==> src/design/upst_pkg.sv <==
// Shared types and constants for the UDP port socket table.
package upst_pkg;

    localparam int DEFAULT_SLOTS = 8;
    localparam int MAX_RESULTS   = 8;
    localparam int PORT_W        = 16;
    localparam int HANDLE_W      = 4;
    localparam int CNT_W         = 4;
    localparam int TDATA_W       = ((HANDLE_W + PORT_W + 7) / 8) * 8;

    typedef enum logic [1:0] {
        OP_BIND    = 2'd0,
        OP_CLOSE   = 2'd1,
        OP_QUERY   = 2'd2,
        OP_DELIVER = 2'd3
    } opcode_t;

    typedef struct packed {
        logic [HANDLE_W-1:0] slot_handle;
        logic [PORT_W-1:0]   slot_port;
        logic                matched;
        logic                last;
    } result_t;

endpackage

==> src/design/udp_port_socket_table.sv <==
// Top level of the UDP port socket table: slot memory, scan sequencer and result port.
//
//   channel   direction  tdata (low bit up)               tuser       tlast
//   s_ (op)   in         port_number[15:0], handle[19:16]  opcode[1:0] -
//   m_ (res)  out        slot_handle[3:0], slot_port[19:4] matched[0]  last
//
// Scan: one slot is read per cycle from the single-read-port slot memory unless a
// result is held back by the output register; a deliver reads every slot up to the
// MAX_RESULTS-th match, a bind up to the first free one, close or query the one addressed.
// Items are handled one at a time; s_tready is high only while the sequencer idles.
// Reset clears the per-slot valid bits at once, so every slot reads free with no
// clearing pass. A stalled master holds the sequencer only when it has a result to
// place and the output register is still occupied.
module udp_port_socket_table
    import upst_pkg::*;
#(
    parameter int SLOTS = DEFAULT_SLOTS
) (
    input  logic               aclk,
    input  logic               aresetn,
    input  logic               s_tvalid,
    output logic               s_tready,
    input  logic [TDATA_W-1:0] s_tdata,   // port_number[15:0], handle[19:16], zero pad
    input  logic [1:0]         s_tuser,   // opcode[1:0]
    output logic               m_tvalid,
    input  logic               m_tready,
    output logic [TDATA_W-1:0] m_tdata,   // slot_handle[3:0], slot_port[19:4], zero pad
    output logic [0:0]         m_tuser,   // matched[0]
    output logic               m_tlast
);

    localparam int            IW       = (SLOTS > 1) ? $clog2(SLOTS) : 1;
    localparam logic [IW-1:0] LAST_IDX = IW'(SLOTS - 1);
    localparam logic [7:0]    SLOTS_W  = 8'(SLOTS);

    typedef enum logic [2:0] {
        ST_IDLE  = 3'b001,
        ST_SCAN  = 3'b010,
        ST_FLUSH = 3'b100
    } state_t;

    // sequencer state
    state_t              state_reg, state_next;
    opcode_t             op_reg, op_next;
    logic [PORT_W-1:0]   port_reg, port_next;
    logic                hok_reg, hok_next;
    logic [IW-1:0]       idx_reg, idx_next;
    logic [CNT_W-1:0]    cnt_reg, cnt_next;
    logic                pend_valid_reg, pend_valid_next;
    logic [HANDLE_W-1:0] pend_handle_reg, pend_handle_next;

    // slot memory and its read/write ports
    logic [PORT_W-1:0]   bound_ports_mem [SLOTS];
    logic [SLOTS-1:0]    slot_valid_reg;
    logic [PORT_W-1:0]   rd_data_reg;
    logic                rd_valid_reg;
    logic                rd_en;
    logic [IW-1:0]       rd_addr;
    logic                mem_we;
    logic [IW-1:0]       wr_addr;
    logic [PORT_W-1:0]   wr_data;
    logic [PORT_W-1:0]   rd_word;

    // input decode
    logic                in_fire;
    opcode_t             s_op;
    logic [PORT_W-1:0]   s_port;
    logic [HANDLE_W-1:0] s_handle;
    logic [7:0]          h_ext;
    logic [7:0]          h_m1;
    logic                h_ok;
    logic [IW-1:0]       start_idx;

    // scan evaluation
    logic [7:0]          hnd_ext;
    logic [HANDLE_W-1:0] cur_handle;
    logic                last_slot;
    logic                cap_hit;
    logic                slot_free;
    logic                port_hit;

    // result path
    logic                out_load;
    logic                out_free;
    result_t             out_data;
    result_t             fail_res;

    assign s_tready = (state_reg == ST_IDLE);
    assign in_fire  = s_tvalid && s_tready;

    assign s_op      = opcode_t'(s_tuser);
    assign s_port    = s_tdata[PORT_W-1:0];
    assign s_handle  = s_tdata[PORT_W+HANDLE_W-1:PORT_W];
    assign h_ext     = {{(8 - HANDLE_W){1'b0}}, s_handle};
    assign h_m1      = h_ext - 8'd1;
    assign h_ok      = (h_ext != 8'd0) && (h_ext <= SLOTS_W);
    assign start_idx = (s_op == OP_CLOSE || s_op == OP_QUERY) ? h_m1[IW-1:0] : '0;

    // a slot never written since reset reads as free
    assign rd_word    = rd_valid_reg ? rd_data_reg : '0;
    assign hnd_ext    = 8'(idx_reg) + 8'd1;
    assign cur_handle = hnd_ext[HANDLE_W-1:0];
    assign last_slot  = (idx_reg == LAST_IDX);
    assign cap_hit    = (cnt_reg == CNT_W'(MAX_RESULTS - 1));
    assign slot_free  = (rd_word == '0);
    assign port_hit   = (port_reg != '0) && (rd_word == port_reg);

    always_comb begin
        fail_res             = '0;
        fail_res.last        = 1'b1;
    end

    always_comb begin
        state_next       = state_reg;
        op_next          = op_reg;
        port_next        = port_reg;
        hok_next         = hok_reg;
        idx_next         = idx_reg;
        cnt_next         = cnt_reg;
        pend_valid_next  = pend_valid_reg;
        pend_handle_next = pend_handle_reg;
        rd_en            = 1'b0;
        rd_addr          = idx_reg + IW'(1);
        mem_we           = 1'b0;
        wr_addr          = idx_reg;
        wr_data          = port_reg;
        out_load         = 1'b0;
        out_data         = fail_res;

        unique case (state_reg)
            ST_IDLE: begin
                if (in_fire) begin
                    // latch the request and read the first slot of interest
                    op_next         = s_op;
                    port_next       = s_port;
                    hok_next        = h_ok;
                    idx_next        = start_idx;
                    cnt_next        = '0;
                    pend_valid_next = 1'b0;
                    rd_en           = 1'b1;
                    rd_addr         = start_idx;
                    state_next      = ST_SCAN;
                end
            end

            ST_SCAN: begin
                unique case (op_reg)
                    OP_BIND: begin
                        if (port_reg != '0 && slot_free) begin
                            if (out_free) begin
                                out_load             = 1'b1;
                                out_data.slot_handle = cur_handle;
                                out_data.slot_port   = port_reg;
                                out_data.matched     = 1'b1;
                                mem_we               = 1'b1;
                                state_next           = ST_IDLE;
                            end
                        end else if (port_reg == '0 || last_slot) begin
                            // zero port or table full: reject
                            if (out_free) begin
                                out_load   = 1'b1;
                                state_next = ST_IDLE;
                            end
                        end else begin
                            rd_en    = 1'b1;
                            idx_next = idx_reg + IW'(1);
                        end
                    end

                    OP_CLOSE, OP_QUERY: begin
                        if (out_free) begin
                            out_load   = 1'b1;
                            state_next = ST_IDLE;
                            if (hok_reg) begin
                                out_data.slot_handle = cur_handle;
                                out_data.slot_port   = rd_word;
                                out_data.matched     = 1'b1;
                                mem_we               = (op_reg == OP_CLOSE);
                                wr_data              = '0;
                            end
                        end
                    end

                    OP_DELIVER: begin
                        if (port_hit && pend_valid_reg && !out_free) begin
                            // hold: earlier match cannot leave yet
                            state_next = ST_SCAN;
                        end else begin
                            if (port_hit) begin
                                if (pend_valid_reg) begin
                                    out_load             = 1'b1;
                                    out_data.slot_handle = pend_handle_reg;
                                    out_data.slot_port   = port_reg;
                                    out_data.matched     = 1'b1;
                                    out_data.last        = 1'b0;
                                end
                                pend_valid_next  = 1'b1;
                                pend_handle_next = cur_handle;
                                cnt_next         = cnt_reg + CNT_W'(1);
                            end
                            if (last_slot || (port_hit && cap_hit)) begin
                                state_next = ST_FLUSH;
                            end else begin
                                rd_en    = 1'b1;
                                idx_next = idx_reg + IW'(1);
                            end
                        end
                    end

                    default: begin
                        state_next = ST_IDLE;
                    end
                endcase
            end

            ST_FLUSH: begin
                // emit the held match as final, or a single no-match result
                if (out_free) begin
                    out_load   = 1'b1;
                    state_next = ST_IDLE;
                    if (pend_valid_reg) begin
                        out_data.slot_handle = pend_handle_reg;
                        out_data.slot_port   = port_reg;
                        out_data.matched     = 1'b1;
                    end
                end
            end

            default: begin
                state_next = ST_IDLE;
            end
        endcase
    end

    always_ff @(posedge aclk) begin
        if (!aresetn) begin
            state_reg      <= ST_IDLE;
            cnt_reg        <= '0;
            pend_valid_reg <= 1'b0;
        end else begin
            state_reg      <= state_next;
            cnt_reg        <= cnt_next;
            pend_valid_reg <= pend_valid_next;
        end
    end

    always_ff @(posedge aclk) begin
        op_reg          <= op_next;
        port_reg        <= port_next;
        hok_reg         <= hok_next;
        idx_reg         <= idx_next;
        pend_handle_reg <= pend_handle_next;
    end

    // slot memory: one write and one registered read per cycle
    always_ff @(posedge aclk) begin
        if (mem_we) begin
            bound_ports_mem[wr_addr] <= wr_data;
        end
        if (rd_en) begin
            rd_data_reg  <= bound_ports_mem[rd_addr];
            rd_valid_reg <= slot_valid_reg[rd_addr];
        end
    end

    always_ff @(posedge aclk) begin
        if (!aresetn) begin
            slot_valid_reg <= '0;
        end else if (mem_we) begin
            slot_valid_reg[wr_addr] <= 1'b1;
        end
    end

    upst_out_stage u_out (
        .aclk      (aclk),
        .aresetn   (aresetn),
        .load      (out_load),
        .load_data (out_data),
        .free      (out_free),
        .m_tvalid  (m_tvalid),
        .m_tready  (m_tready),
        .m_tdata   (m_tdata),
        .m_tuser   (m_tuser),
        .m_tlast   (m_tlast)
    );

`ifndef SYNTHESIS
    a_accept_starts_scan: assert property (@(posedge aclk) disable iff (!aresetn)
        in_fire |=> state_reg == ST_SCAN)
        else $error("accepted transfer did not start a scan");

    a_match_count_bound: assert property (@(posedge aclk) disable iff (!aresetn)
        cnt_reg <= CNT_W'(MAX_RESULTS))
        else $error("match count beyond result limit");

    a_flush_deliver_only: assert property (@(posedge aclk) disable iff (!aresetn)
        state_reg == ST_FLUSH |-> op_reg == OP_DELIVER)
        else $error("flush entered for an operation other than deliver");

    a_write_with_result: assert property (@(posedge aclk) disable iff (!aresetn)
        mem_we |-> state_reg == ST_SCAN && out_load)
        else $error("slot write without its result transfer");

    a_load_into_free: assert property (@(posedge aclk) disable iff (!aresetn)
        out_load |-> out_free)
        else $error("result loaded into an occupied output register");
`endif

endmodule

==> src/design/upst_out_stage.sv <==
// Output holding register that decouples result production from the master side.
module upst_out_stage
    import upst_pkg::*;
(
    input  logic               aclk,
    input  logic               aresetn,
    input  logic               load,
    input  result_t            load_data,
    output logic               free,
    output logic               m_tvalid,
    input  logic               m_tready,
    output logic [TDATA_W-1:0] m_tdata,   // slot_handle[3:0], slot_port[19:4], zero pad
    output logic [0:0]         m_tuser,   // matched[0]
    output logic               m_tlast
);

    logic    valid_reg;
    logic    valid_next;
    result_t data_reg;

    // a waiting result that is taken this cycle frees the register
    assign free = !valid_reg || m_tready;

    always_comb begin
        if (load) begin
            valid_next = 1'b1;
        end else if (m_tready) begin
            valid_next = 1'b0;
        end else begin
            valid_next = valid_reg;
        end
    end

    always_ff @(posedge aclk) begin
        if (!aresetn) begin
            valid_reg <= 1'b0;
        end else begin
            valid_reg <= valid_next;
        end
    end

    always_ff @(posedge aclk) begin
        if (load) begin
            data_reg <= load_data;
        end
    end

    assign m_tvalid = valid_reg;
    assign m_tdata  = {{(TDATA_W - HANDLE_W - PORT_W){1'b0}},
                       data_reg.slot_port, data_reg.slot_handle};
    assign m_tuser  = data_reg.matched;
    assign m_tlast  = data_reg.last;

endmodule

==> config.mk <==
export PLATFORM = sky130hd
export DESIGN_NAME = udp_port_socket_table
export DESIGN_NICKNAME = d
export VERILOG_FILES = /design/src/design/upst_pkg.sv /design/src/design/udp_port_socket_table.sv /design/src/design/upst_out_stage.sv
export SDC_FILE = /design/constraint.sdc
export NUM_CORES = 1
export LEC_CHECK = 0
export BUFFER_PORTS_ARGS = -buffer_cell sky130_fd_sc_hd__buf_4
export CORE_ASPECT_RATIO = 0.75
export CORE_MARGIN = 3
export CORE_UTILIZATION = 51
export CTS_CLUSTER_DIAMETER = 150
export DETAILED_ROUTE_END_ITERATION = 6
export GPL_TIMING_DRIVEN = 0
export PLACE_DENSITY = 0.84
export REMOVE_ABC_BUFFERS = 1
export SETUP_SLACK_MARGIN = 0.5
export SLEW_MARGIN = 20
export SYNTH_ARGS = -nofsm -noshare
export SYNTH_HDL_FRONTEND = slang
export SYNTH_HIERARCHICAL = 1
export SYNTH_SLANG_ARGS = --single-unit
==> constraint.sdc <==
create_clock -name aclk -period 3.2 [get_ports aclk]
set_input_delay 0.64 -clock aclk [delete_from_list [all_inputs] [get_ports aclk]]
set_output_delay 0.64 -clock aclk [all_outputs]
set_load 0.01 [all_outputs]
After elaboration in Yosys (flattened, before gate mapping)

Memory sizes are Yosys's and may differ from the RTL's. A register that Yosys moved wholly into a read port is not among the register bits.
Index checks and enable logic that the tools add are counted.

Add/subtract/negate cells: 4
Magnitude comparators: 4
Equal/unequal tests: 22
Mux-type cells: 72
Bitwise logic cells: 5
Reduce and logical (&&, ||, !) cells: 28

Operators by type and width:

| cell                 | count |
|---|---|
| $mux W21             | 6 |
| $mux W16             | 5 |
| $mux W22             | 3 |
| $pmux W21 S3         | 1 |
| $mux W3              | 14 |
| $pmux W21 S2         | 1 |
| $logic_not A16 Y1    | 2 |
| $mux W1              | 25 |
| $pmux W3 S3          | 2 |
| $eq A16 B16 Y1       | 1 |
| $mux W4              | 4 |
| $reduce_bool A16 Y1  | 1 |
| $ne A3 B3 Y1 const B | 4 |
| $pmux W3 S2          | 2 |
| $pmux W1 S2          | 5 |
| $logic_and A1 B1 Y1  | 8 |
| $lt A3 B4 Y1 const B | 2 |
| $ne A4 B4 Y1 const B | 2 |
| $or A8 B8 Y8         | 1 |
| $pmux W4 S2          | 1 |
| $reduce_bool A8 Y1   | 1 |
| $reduce_and A7 Y1    | 1 |
| $eq A2 B2 Y1 const B | 3 |
| $eq A3 B3 Y1 const B | 2 |
| 27 further kinds     | 38 |

Register bits after elaboration: 66
Bits in writable memories: 128
Output and inout port bits: 28
Word-level logic and storage cells: 151
Memories: 1

Memory list:

| name            | depth | bits a word | rd ports | clocked after memory_dff | write ports | line                        | source |
|---|---|---|---|---|---|---|---|
| bound_ports_mem | 8     | 16          | 1        | 1                        | 1           | udp_port_socket_table.sv:53 | `logic [PORT_W-1:0] bound_ports_mem [SLOTS];` |

Depth between registers and ports, before layout

Gate-level depths: netlist (run 1).

Depth in word-level cells: 9
Mapped depth: 11
Mapped depth without buffers: 8

Hierarchy

Netlist (run 1), hierarchy kept.

Modules (own cells, without submodules):

| module                | times used | cells each | area each (µm²) | seq. area each (µm²) |
|---|---|---|---|---|
| udp_port_socket_table | 1          | 509        | 8252.9          | 5455.2 |
| upst_out_stage        | 1          | 31         | 743.2           | 680.7 |

Worst setup path before layout (run 1)

OpenSTA, ideal clock, no wires.

Kind: register to register
Start: register rd_valid_reg
End: register u_out.data_reg (netlist bit u_out/m_tdata[0]) (enable)
Library setup time: 416 ps
Arrival: 2797 ps
Data required time: 2784 ps
Slack: -13 ps
Cell stages (with the launch flop): 10
Buffers on the path: 3
Path through: edfxtp_1 > buf_4 > buf_4 > nor4bb_1 > nand2_1 > a31oi_1 > and2_1 > buf_2 > nand4_1 > a31oi_1

Cells in the longest elaborated chain, start to end: 8

RTL lines:

| what                              | line                         | source |
|---|---|---|
| start, declared                   | udp_port_socket_table.sv:56  | `logic rd_valid_reg;` |
| start signal, assigned            | udp_port_socket_table.sv:262 | `rd_valid_reg <= slot_valid_reg[rd_addr];` |
| $mux W16 *                        | udp_port_socket_table.sv:100 | `assign rd_word = rd_valid_reg ? rd_data_reg : '0;` |
| $eq A16 B16 Y1                    | udp_port_socket_table.sv:106 | `assign port_hit = (port_reg != '0) && (rd_word == port_reg);` |
| $logic_and A1 B1 Y1               | udp_port_socket_table.sv:106 |  |
| $logic_and A1 B1 Y1 (2 in series) | udp_port_socket_table.sv:185 | `if (port_hit && pend_valid_reg && !out_free) begin` |
| $mux W1                           | udp_port_socket_table.sv:185 |  |
| $pmux W1 S3 *                     | udp_port_socket_table.sv:147 | `unique case (op_reg)` |
| $pmux W1 S2 *                     | udp_port_socket_table.sv:130 | `unique case (state_reg)` |
| net out_load                      | udp_port_socket_table.sv:83  | `logic out_load;` |
| end signal, assigned              | upst_out_stage.sv:44         | `data_reg <= load_data;` |
| end, declared                     | upst_out_stage.sv:19         | `result_t data_reg;` |

Mark *: on every way through the listed nets, which the timed path passes. The rest lies on a longest branch.
A chain may end at the register's enable or synchronous reset.

Worst setup path in the final report (run 1)

Start: register rd_data_reg[3] (read register of bound_ports_mem)
End: memory bound_ports_mem[0][13] (enable)

Cells in the longest elaborated chain, start to end: 8

RTL lines:

| what                          | line                         | source |
|---|---|---|
| start, declared               | udp_port_socket_table.sv:55  | `logic [PORT_W-1:0] rd_data_reg;` |
| $mux W16                      | udp_port_socket_table.sv:100 |  |
| $logic_not A16 Y1             | udp_port_socket_table.sv:105 | `assign slot_free = (rd_word == '0);` |
| $logic_and A1 B1 Y1           | udp_port_socket_table.sv:149 | `if (port_reg != '0 && slot_free) begin` |
| $mux W1                       | udp_port_socket_table.sv:149 |  |
| $pmux W1 S2                   | udp_port_socket_table.sv:147 |  |
| $mux W1                       | udp_port_socket_table.sv:130 |  |
| $mux W1                       | udp_port_socket_table.sv:257 | `if (mem_we) begin` |
| $mux W1 (not written as such) | udp_port_socket_table.sv:258 | `bound_ports_mem[wr_addr] <= wr_data;` |
| end, declared                 | udp_port_socket_table.sv:53  |  |

No other way between the ends.

==> results of run 1 <==
logic make-up (layout without fill, tap and decap cells):
family / Yosys count / count (layout) / share of synthesized area
flops: 210 / 210 / 0.682
simple gates: 130 / 130 / 0.0868
compound gates: 87 / 87 / 0.0754
mux: 54 / 54 / 0.110
buf+inv: 39 / 148 / 0.0235
xor+xnor: 11 / 11 / 0.0107
fa+ha+maj: 8 / 8 / 0.0111
other cells: 1 / 4 / 0.000417
placed cells by master, fill, tap and decap left out, drive strengths merged, types with 3 or more instances in the layout:
cell	n
o22ai	6
edfxtp	193
o31ai	4
clkbuf	28
nand2	20
inv	19
mux4	34
nand3	15
o21a	12
nor2b	19
a22o	16
nand4	6
o21ai	11
nor3	9
nand2b	4
a31oi	7
clkinv	8
ha	8
xnor2	6
and4bb	3
a21oi	7
nor2	24
conb	4
nor4	11
nand4b	3
xor2	5
buf	92
mux2	19
dfxtp	17
a22oi	4
a2bb2oi	3
cells in the mapped netlist, drive strengths merged, types with 5 or more instances:
library cell  instances
nor2b                19
dfxtp                17
nor3                  9
nand3                15
mux2                 19
inv                  19
o22ai                 6
ha                    8
a31oi                 7
xnor2                 6
a22o                 16
nor2                 24
nand2                20
buf                  15
a21oi                 7
mux4                 34
o21a                 12
clkbuf                5
xor2                  5
nor4                 11
edfxtp              193
nand4                 6
o21ai                11
area by class of cell:
| type | count | share of cell area |
|---|---|---|
| clock inverter | 8 | 0.00539 |
| timing repair buffer | 92 | 0.0797 |
| clock buffer | 28 | 0.0533 |
| sequential | 210 | 0.562 |
| inverter | 19 | 0.00768 |
| multi-input combinational | 294 | 0.264 |
| timing repair inverter | 1 | 0.000803 |
| tap | 236 | 0.0271 |
path summary, 6_finish.rpt:
path,endpoint,cells after the start,start
worst min register to register,slot_valid_reg[3],1,slot_valid_reg[3]
worst max-delay path,bound_ports_mem[0][13],7,rd_data_reg[3]
worst min-delay path,port_reg[3],1,s_tdata[3]
worst max register to register,bound_ports_mem[0][13],7,rd_data_reg[3]
report_power, final:
group	internal [mW]	switching [mW]	total, mW
Sequential	3.18	0.156	3.33
Clock	1.35	0.968	2.31
Combinational	0.567	0.590	1.16
metrics by stage:
step           total power, mW  setup TNS [ps]   util  setup slack (ps)
2_1_floorplan             4.01          -14720      -              -970
3_5_place_dp              4.40           -9050  0.576              -405
4_1_cts                   6.72               0  0.631               368
5_1_grt                   7.00               0  0.641               390
3_3_place_gp              4.27         -146600  0.560             -2490
6_report                  6.80               0  0.641               412
repair_timing:
item | 4_1_cts | 5_1_grt
endpoints found under the setup margin | 348 | 81
buffers inserted | 22 | 12
cloned | 0 | 1
resized for setup | 11 | 15
pin swaps | 11 | 5
per-layer routing:
layer / part of all wire / routed length [um] / GRT usage / up-vias
met5: 0 / 0 / 0 / -
li1: - / - / - / 2364
met2: 0.48 / 10800 / 0.363 / 379
met3: 0.10 / 2300 / 0.0519 / 94
met4: 0.041 / 913 / 0.0820 / 0
met1: 0.38 / 8430 / 0.295 / 2877
worst max-delay path: cells and delay by family (launching register included):
| family | cells | cell delay (ps) |
|---|---|---|
| buf+inv | 2 | 420 |
| compound gates | 2 | 630 |
| simple gates | 3 | 920 |
| flops | 1 | 500 |
==> flow_summary.yaml, run 1 <==
outcome:
  status: "finished clean"
placed_design:
  place_hpwl_um: 13300
  place_area_mm2: 0.00980
  gp_congestion: 0.883
  io_buffers: 49
  dp.cells: 817
sta:
  final_max_slew_viol_count: 0
  setup_viol: 0
  worst_hold_slack_ps: 320
  fin_crit_ps: 2790
  finalCritPeriodShare: 0.871
  hold_viol_final: 0
  max_slew_margin: 0.353
  grt_setup_unrepaired: "true"
  worstMarginPinSlew_ps: 963
  finClkSkew_ps: 20.1
  fmax_mhz: 359
global_routing:
  grt.total_usage: 0.222
  gr-total-overflow: 0
  grt_pass1_vias: 5618
  antenna_found_initial: 0
  grt_pass1_wl_um: 32500
  grt_max_degree: 23
clock_network:
  clk_pin_slew_ps: 60
  cts.sinks: 210
  h-tree-depth: 1
  cts_root_buf: "clkbuf_16"
  numCtsBuffers: 20
  clkLatencyLatePin_ps: 500
  hold_buffers: 0
  ctsLongestPathBuffers: 3
  cts_tree: "done"
die:
  die_w_um: 159
  io_pins: 58
  start_util: 0.528
  core_mm2: 0.0170
  rows: 41
  dieHeight_um: 121
  die_area_mm2: 0.0193
detailed_routing:
  dr.pass1.iters: 5
  vias: 5714
  ant_nets: 0
  route.detailed.drc: 0
  first_iter_violations: 787
  avgRoutedWirePerCell_um: 25.3
  wl_um: 22400
  vias_per_cell: 6.43
cells_and_area:
  multi_input_area_mm2: 0.00288
  largest_reg_flops: 128
  final_nets: 676
  final_area_mm2: 0.0109
  diodes: 0
  final-instance-count-excl-fill: 888
  areaGrowthSynthToFinish_pct: 21.3
  drive_gt1_frac: 0.347
  regArea_mm2: 0.00614
  largest-register: "bound_ports_mem"
  fillers: 1140
setup_path:
  path_cells: "nor4_2 > a41o_1 > a32o_1 > nand3_2 > nor3_4 > buf_4 > buf_4"
  r2r_slack_ps: 410
  cpPeakStageDelay_ps: 500
  endpoint_kind: "flop"
  worst_ep_arrival_time_ps: 2970
  startpoint_type: "flop"
  cp_common_cell: "buf_4"
  critPathKind: "reg2reg"
  slowest_stage: "edfxtp_1"
  critPathRequiredTime_ps: 3390
  cp_max_fo: 8
pwr:
  p_per_area_mw_per_mm2: 623
  ir_drop_uv: 448
  p_leak_nw: 3.74
synthesis:
  synth_top_area_share: 0.644
  yosys.area.top_type: "edfxtp_1"
  synthCells: 540
  syn_area_per_cell_um2: 16.7
  synth_cell_type_count: 70
  synth-warning-count: 6
  ys_ff_latch: 210
  syn_area_mm2: 0.00900
  seq_area_frac_synth: 0.682
  async_flop_share: 0
  synth_edf_count: 193
  synth_flop_cell: "edfxtp_1"
  synth_area_leaders: "edfxtp_1 64%, mux4_2 8.5%, dfxtp_1 3.8%"
hold_path:
  hp-class: "in2reg"
run:
  max_cap_viol_count: 0
(Power assumes the default switching activity.)
==> run 2: changes to the inputs <==
--- a/config.mk
+++ b/config.mk
@@ -8,11 +8,10 @@
 export BUFFER_PORTS_ARGS = -buffer_cell sky130_fd_sc_hd__buf_4
 export CORE_ASPECT_RATIO = 0.75
 export CORE_MARGIN = 3
-export CORE_UTILIZATION = 51
+export CORE_UTILIZATION = 25
 export CTS_CLUSTER_DIAMETER = 150
 export DETAILED_ROUTE_END_ITERATION = 6
 export GPL_TIMING_DRIVEN = 0
-export PLACE_DENSITY = 0.84
 export REMOVE_ABC_BUFFERS = 1
 export SETUP_SLACK_MARGIN = 0.5
 export SLEW_MARGIN = 20
==> flow_summary.yaml, run 2 (same netlist as run 1, synthesis figures left out) <==
die:
  start_util: 0.257
  dieHeight_um: 170
  die_area_mm2: 0.0383
  rows: 59
  core_mm2: 0.0351
  io_pins: 58
  die_w_um: 225
setup_path:
  endpoint: "rd_data_reg[7]"
  rr_startpoint: "rd_data_reg[11]"
  critPathRequiredTime_ps: 3420
  cp_max_fo: 8
  worst_ep_arrival_time_ps: 2930
  cp-startpoint: "rd_data_reg[11]"
  critPathKind: "reg2reg"
  r2r_cells: 8
  startpoint_type: "flop"
  worstReg2RegEnd: "rd_data_reg[7]"
  r2r_slack_ps: 490
  endpoint_kind: "flop"
pwr:
  power.total_mw: 7.17
  p_per_area_mw_per_mm2: 632
  ir_drop_uv: 292
  p_leak_nw: 3.81
sta:
  setup_viol: 0
  hold_viol_final: 0
  max_slew_margin: 0.582
  grt_setup_unrepaired: "true"
  worstMarginPinSlew_ps: 622
  final_max_slew_viol_count: 0
  finClkSkew_ps: 17.0
  setup_ws_ps: 488
  finalCritPeriodShare: 0.847
  fmax_mhz: 369
  fin_crit_ps: 2710
cells_and_area:
  areaGrowthSynthToFinish_pct: 26.1
  regArea_mm2: 0.00614
  multi_input_area_mm2: 0.00286
  fillers: 3357
  final_area_mm2: 0.0113
  utilization: 0.324
  largest-register: "bound_ports_mem"
  largest_reg_flops: 128
  drive_gt1_frac: 0.344
  diodes: 0
  final_nets: 676
  layout_common_cells: "193 x edfxtp_1, 73 x buf_4, 34 x mux4_2, 23 x clkbuf_16"
  mostFrequentLayoutCell: "edfxtp_1"
outcome:
  status: "finished clean"
placed_design:
  io_buffers: 49
  place_hpwl_um: 14000
  place_area_mm2: 0.0101
  post-place-ws_ps: -517
  gp_congestion: 0.858
detailed_routing:
  dr.pass1.iters: 5
  ant_nets: 0
  wl_um: 21700
  vias: 5317
  vias_per_cell: 4.79
  route.detailed.drc: 0
  avgRoutedWirePerCell_um: 19.5
  first_iter_violations: 534
hold_path:
  worstHoldPathCells: 1
  hp-class: "in2reg"
  worstHoldStart: "s_tdata[11]"
run:
  max_cap_viol_count: 0
clock_network:
  h-tree-depth: 1
  numCtsBuffers: 22
  ctsLongestPathBuffers: 3
  cts_root_buf: "clkbuf_16"
  clkLatencyLatePin_ps: 500
  cts_tree: "done"
  cts.sinks: 210
  clk_pin_slew_ps: 60
global_routing:
  grt_pass1_wl_um: 32500
  grt_pass1_vias: 5259
  antenna_found_initial: 0
  grt_max_degree: 18
  gr-total-overflow: 0
  grt.total_usage: 0.112
==> run 2: cell count changes in the layout (fill, tap and decap cells not counted), moves of 3 or more <==
| cell | change |
|---|---|
| bufinv_16 | +3 |
| clkinv_1 | -4 |
| nor4_2 | -3 |
| clkbuf_1 | +3 |
| buf_4 | -6 |
==> run 2: per-layer routing <==
metal / track usage / vias up / part of all wire / wire (um)
li1: - / 2368 / - / -
met1: 0.159 / 2724 / 0.45 / 9670
met2: 0.177 / 184 / 0.46 / 10000
met3: 0.0178 / 41 / 0.066 / 1440
met4: 0.0312 / 0 / 0.026 / 560
met5: 0 / - / 0 / 0
==> run 2: critical path: stages (launching register included) <==
cell and delay, ps:
edfxtp_1 490, nor4_2 100, a41o_1 270, buf_4 150, or3b_2 470, a211o_1 320
a31oi_2 280, a21o_4 200, buf_12 140
==> run 2: worst min path at each step <==
stage	to	slack (ps)
floorplan	slot_valid_reg[0]	440
global placement	slot_valid_reg[4]	440
detailed placement	slot_valid_reg[6]	460
CTS	port_reg[11]	290
global route	port_reg[11]	290
finish	port_reg[11]	310
==> run 2: cell type report <==
cell class                      count  area share
Timing Repair Buffer               90      0.0811
Clock buffer                       31      0.0543
Sequential cell                   210       0.541
Multi-Input combinational cell    294       0.252
Tap cell                          457      0.0504
Inverter                           19     0.00739
Timing Repair inverter              1    0.000772
Clock inverter                      9      0.0127
==> run 2: stage by stage <==
stage	setup TNS, ps	hold WS, ps	cells
after detailed placement	-13060	456	1041
after CTS	0	292	1100
after global routing	0	294	1111
after global placement	-199970	445	1029
final	0	310	1111
after floorplan	-14720	435	523
==> run 2: timing repair <==
item | 4_1_cts | 5_1_grt
pin swaps | 11 | 7
buffers inserted | 18 | 11
cloned | 1 | 0
hold buffers | 0 | 0
gates resized for setup | 15 | 7
setup endpoints to repair | 220 | 160
==> run 2: report_power, final <==
group,leakage (nW),internal (mW),switching (mW),total [mW]
logic,1.51,0.592,0.563,1.16
clock network,0.373,1.66,1.01,2.67
registers,1.92,3.18,0.160,3.34
==> run 3: changes to the inputs <==
==> constraint.sdc (replaced) <==
create_clock -name aclk -period 2.6 [get_ports aclk]
set_input_delay 0.52 -clock aclk [delete_from_list [all_inputs] [get_ports aclk]]
set_output_delay 0.52 -clock aclk [all_outputs]
set_load 0.01 [all_outputs]
==> flow_summary.yaml, run 3 (same netlist as run 1, synthesis figures left out) <==
sta:
  finClkSkew_ps: 21.7
  max_slew_margin: 0.514
  fin_crit_ps: 2590
  worst_hold_slack_ps: 188
  grt_setup_unrepaired: "true"
  hold_viol_final: 0
  final_max_slew_viol_count: 0
  setup_viol: 0
  finalCritPeriodShare: 0.996
  fmax_mhz: 386
  worstMarginPinSlew_ps: 723
cells_and_area:
  mostFrequentLayoutCell: "edfxtp_1"
  drive_gt1_frac: 0.462
  layout_common_cells: "193 x edfxtp_1, 96 x buf_4, 39 x buf_6, 34 x mux4_2, 30 x clkbuf_16"
  final_nets: 751
  diodes: 0
  largest_reg_flops: 128
  areaGrowthSynthToFinish_pct: 40.1
  largest-register: "bound_ports_mem"
setup_path:
  path_cells: "buf_6 > and4bb_1 > o2bb2ai_1 > o22ai_2 > nor4_4 > nand4_1 > a31oi_4 > buf_6 > buf_16"
  cp-startpoint: "rd_valid_reg"
  r2r_slack_ps: 9
  cp_max_fo: 8
  cp.depth: 9
  endpoint: "u_out/m_tdata[12]"
  startpoint_type: "flop"
  cpPeakStageDelay_ps: 440
  worstReg2RegEnd: "u_out/m_tdata[12]"
  critPathKind: "reg2reg"
  path_delay_family: "simple AND/OR/NAND/NOR gates"
  cp_num_buf_inv: 3
  rr_startpoint: "rd_valid_reg"
  cp_common_cell: "buf_6"
  slowest_stage: "edfxtp_1"
  worst_ep_arrival_time_ps: 2800
  r2r_cells: 9
  critPathRequiredTime_ps: 2810
  endpoint_kind: "flop"
pwr:
  p_per_area_mw_per_mm2: 733
  power.total_mw: 9.24
  p_leak_nw: 4.39
  ir_drop_uv: 375
die:
  die_area_mm2: 0.0383
  start_util: 0.257
  dieHeight_um: 170
  die_w_um: 225
  io_pins: 58
  core_mm2: 0.0351
  rows: 59
global_routing:
  grtUsageMet1: 0.169
  antenna_found_initial: 0
  grt.total_usage: 0.123
  gr-max-usage-layer: "met2"
  grt_max_degree: 18
  grt_pass1_vias: 5678
  use_met2: 0.200
  grt_pass1_wl_um: 35600
  grtUsageMet3: 0.0253
  gr-total-overflow: 0
hold_path:
  hp-class: "in2reg"
clock_network:
  clk_pin_slew_ps: 60
  hold_buffers: 0
  ctsLongestPathBuffers: 3
  clkLatencyLatePin_ps: 510
  cts_tree: "done"
  cts.sinks: 210
  numCtsBuffers: 22
  cts_root_buf: "clkbuf_16"
  h-tree-depth: 1
detailed_routing:
  first_iter_violations: 690
  dr.pass1.iters: 5
  vias: 5810
  wl_um: 25300
  ant_nets: 0
  route.detailed.drc: 0
  vias_per_cell: 4.90
  avgRoutedWirePerCell_um: 21.3
outcome:
  status: "finished clean"
placed_design:
  place_hpwl_um: 14000
  io_buffers: 49
  gp_congestion: 0.858
run:
  max_cap_viol_count: 0
## run 3: per-layer routing
layer  vias to the layer above  wire length, um
met3                        50             2340
met2                       246            11800
met1                      2991            10600
met4                         0              601
li1                       2523                -
met5                         -                0
## run 3: where the power goes
part | switching, mW | leakage [nW] | internal (mW)
registers | 0.189 | 1.92 | 3.91
clock network | 1.26 | 0.373 | 2.05
logic | 0.863 | 2.10 | 0.973
## run 3: how the worst min path moves through the flow
stage | start | endpoint | slack [ps] | cells after the start
2_1_floorplan | slot_valid_reg[0] | slot_valid_reg[0] | 440 | 1
3_3_place_gp | slot_valid_reg[4] | slot_valid_reg[4] | 440 | 1
3_5_place_dp | slot_valid_reg[6] | slot_valid_reg[6] | 460 | 1
4_1_cts | s_tdata[11] | port_reg[11] | 170 | 1
5_1_grt | s_tdata[11] | port_reg[11] | 180 | 1
6_report | s_tdata[11] | port_reg[11] | 190 | 1
## run 3: area by class of cell
type	count	area [um^2]
Inverter	19	86.3
Clock inverter	9	144
Fill cell	3199	22500
Timing Repair Buffer	165	1860
Multi-Input combinational cell	294	3170
Clock buffer	31	616
Tap cell	457	572
Timing Repair inverter	1	8.76
Sequential cell	210	6140
## run 3: worst register-to-register path, delay by kind of cell, from the launching register on
family                 cells  cell delay, ps
DFF                        1             440
buffers and inverters      3             450
AOI/OAI and AO/OA          3             580
and+or+nand+nor            3             820
## run 3: per-stage QoR
stage                      util  std cells  cell area, um^2  worst slack, ps  TNS [ps]
after floorplan               -        523             8870            -1570    -52210
after global placement    0.280       1029             9810            -3440   -403460
after detailed placement  0.289       1041            10100            -1120   -113120
after CTS                 0.346       1159            12100              156         0
after global routing      0.359       1186            12600            -36.3      -492
final                     0.359       1186            12600             9.32         0
## run 3: what timing repair did
| action | CTS | global route |
|---|---|---|
| pin swaps | 41 | 16 |
| gates cloned | 5 | 6 |
| gates resized for setup | 102 | 35 |
| setup endpoints to repair | 358 | 306 |
| setup buffers | 73 | 21 |
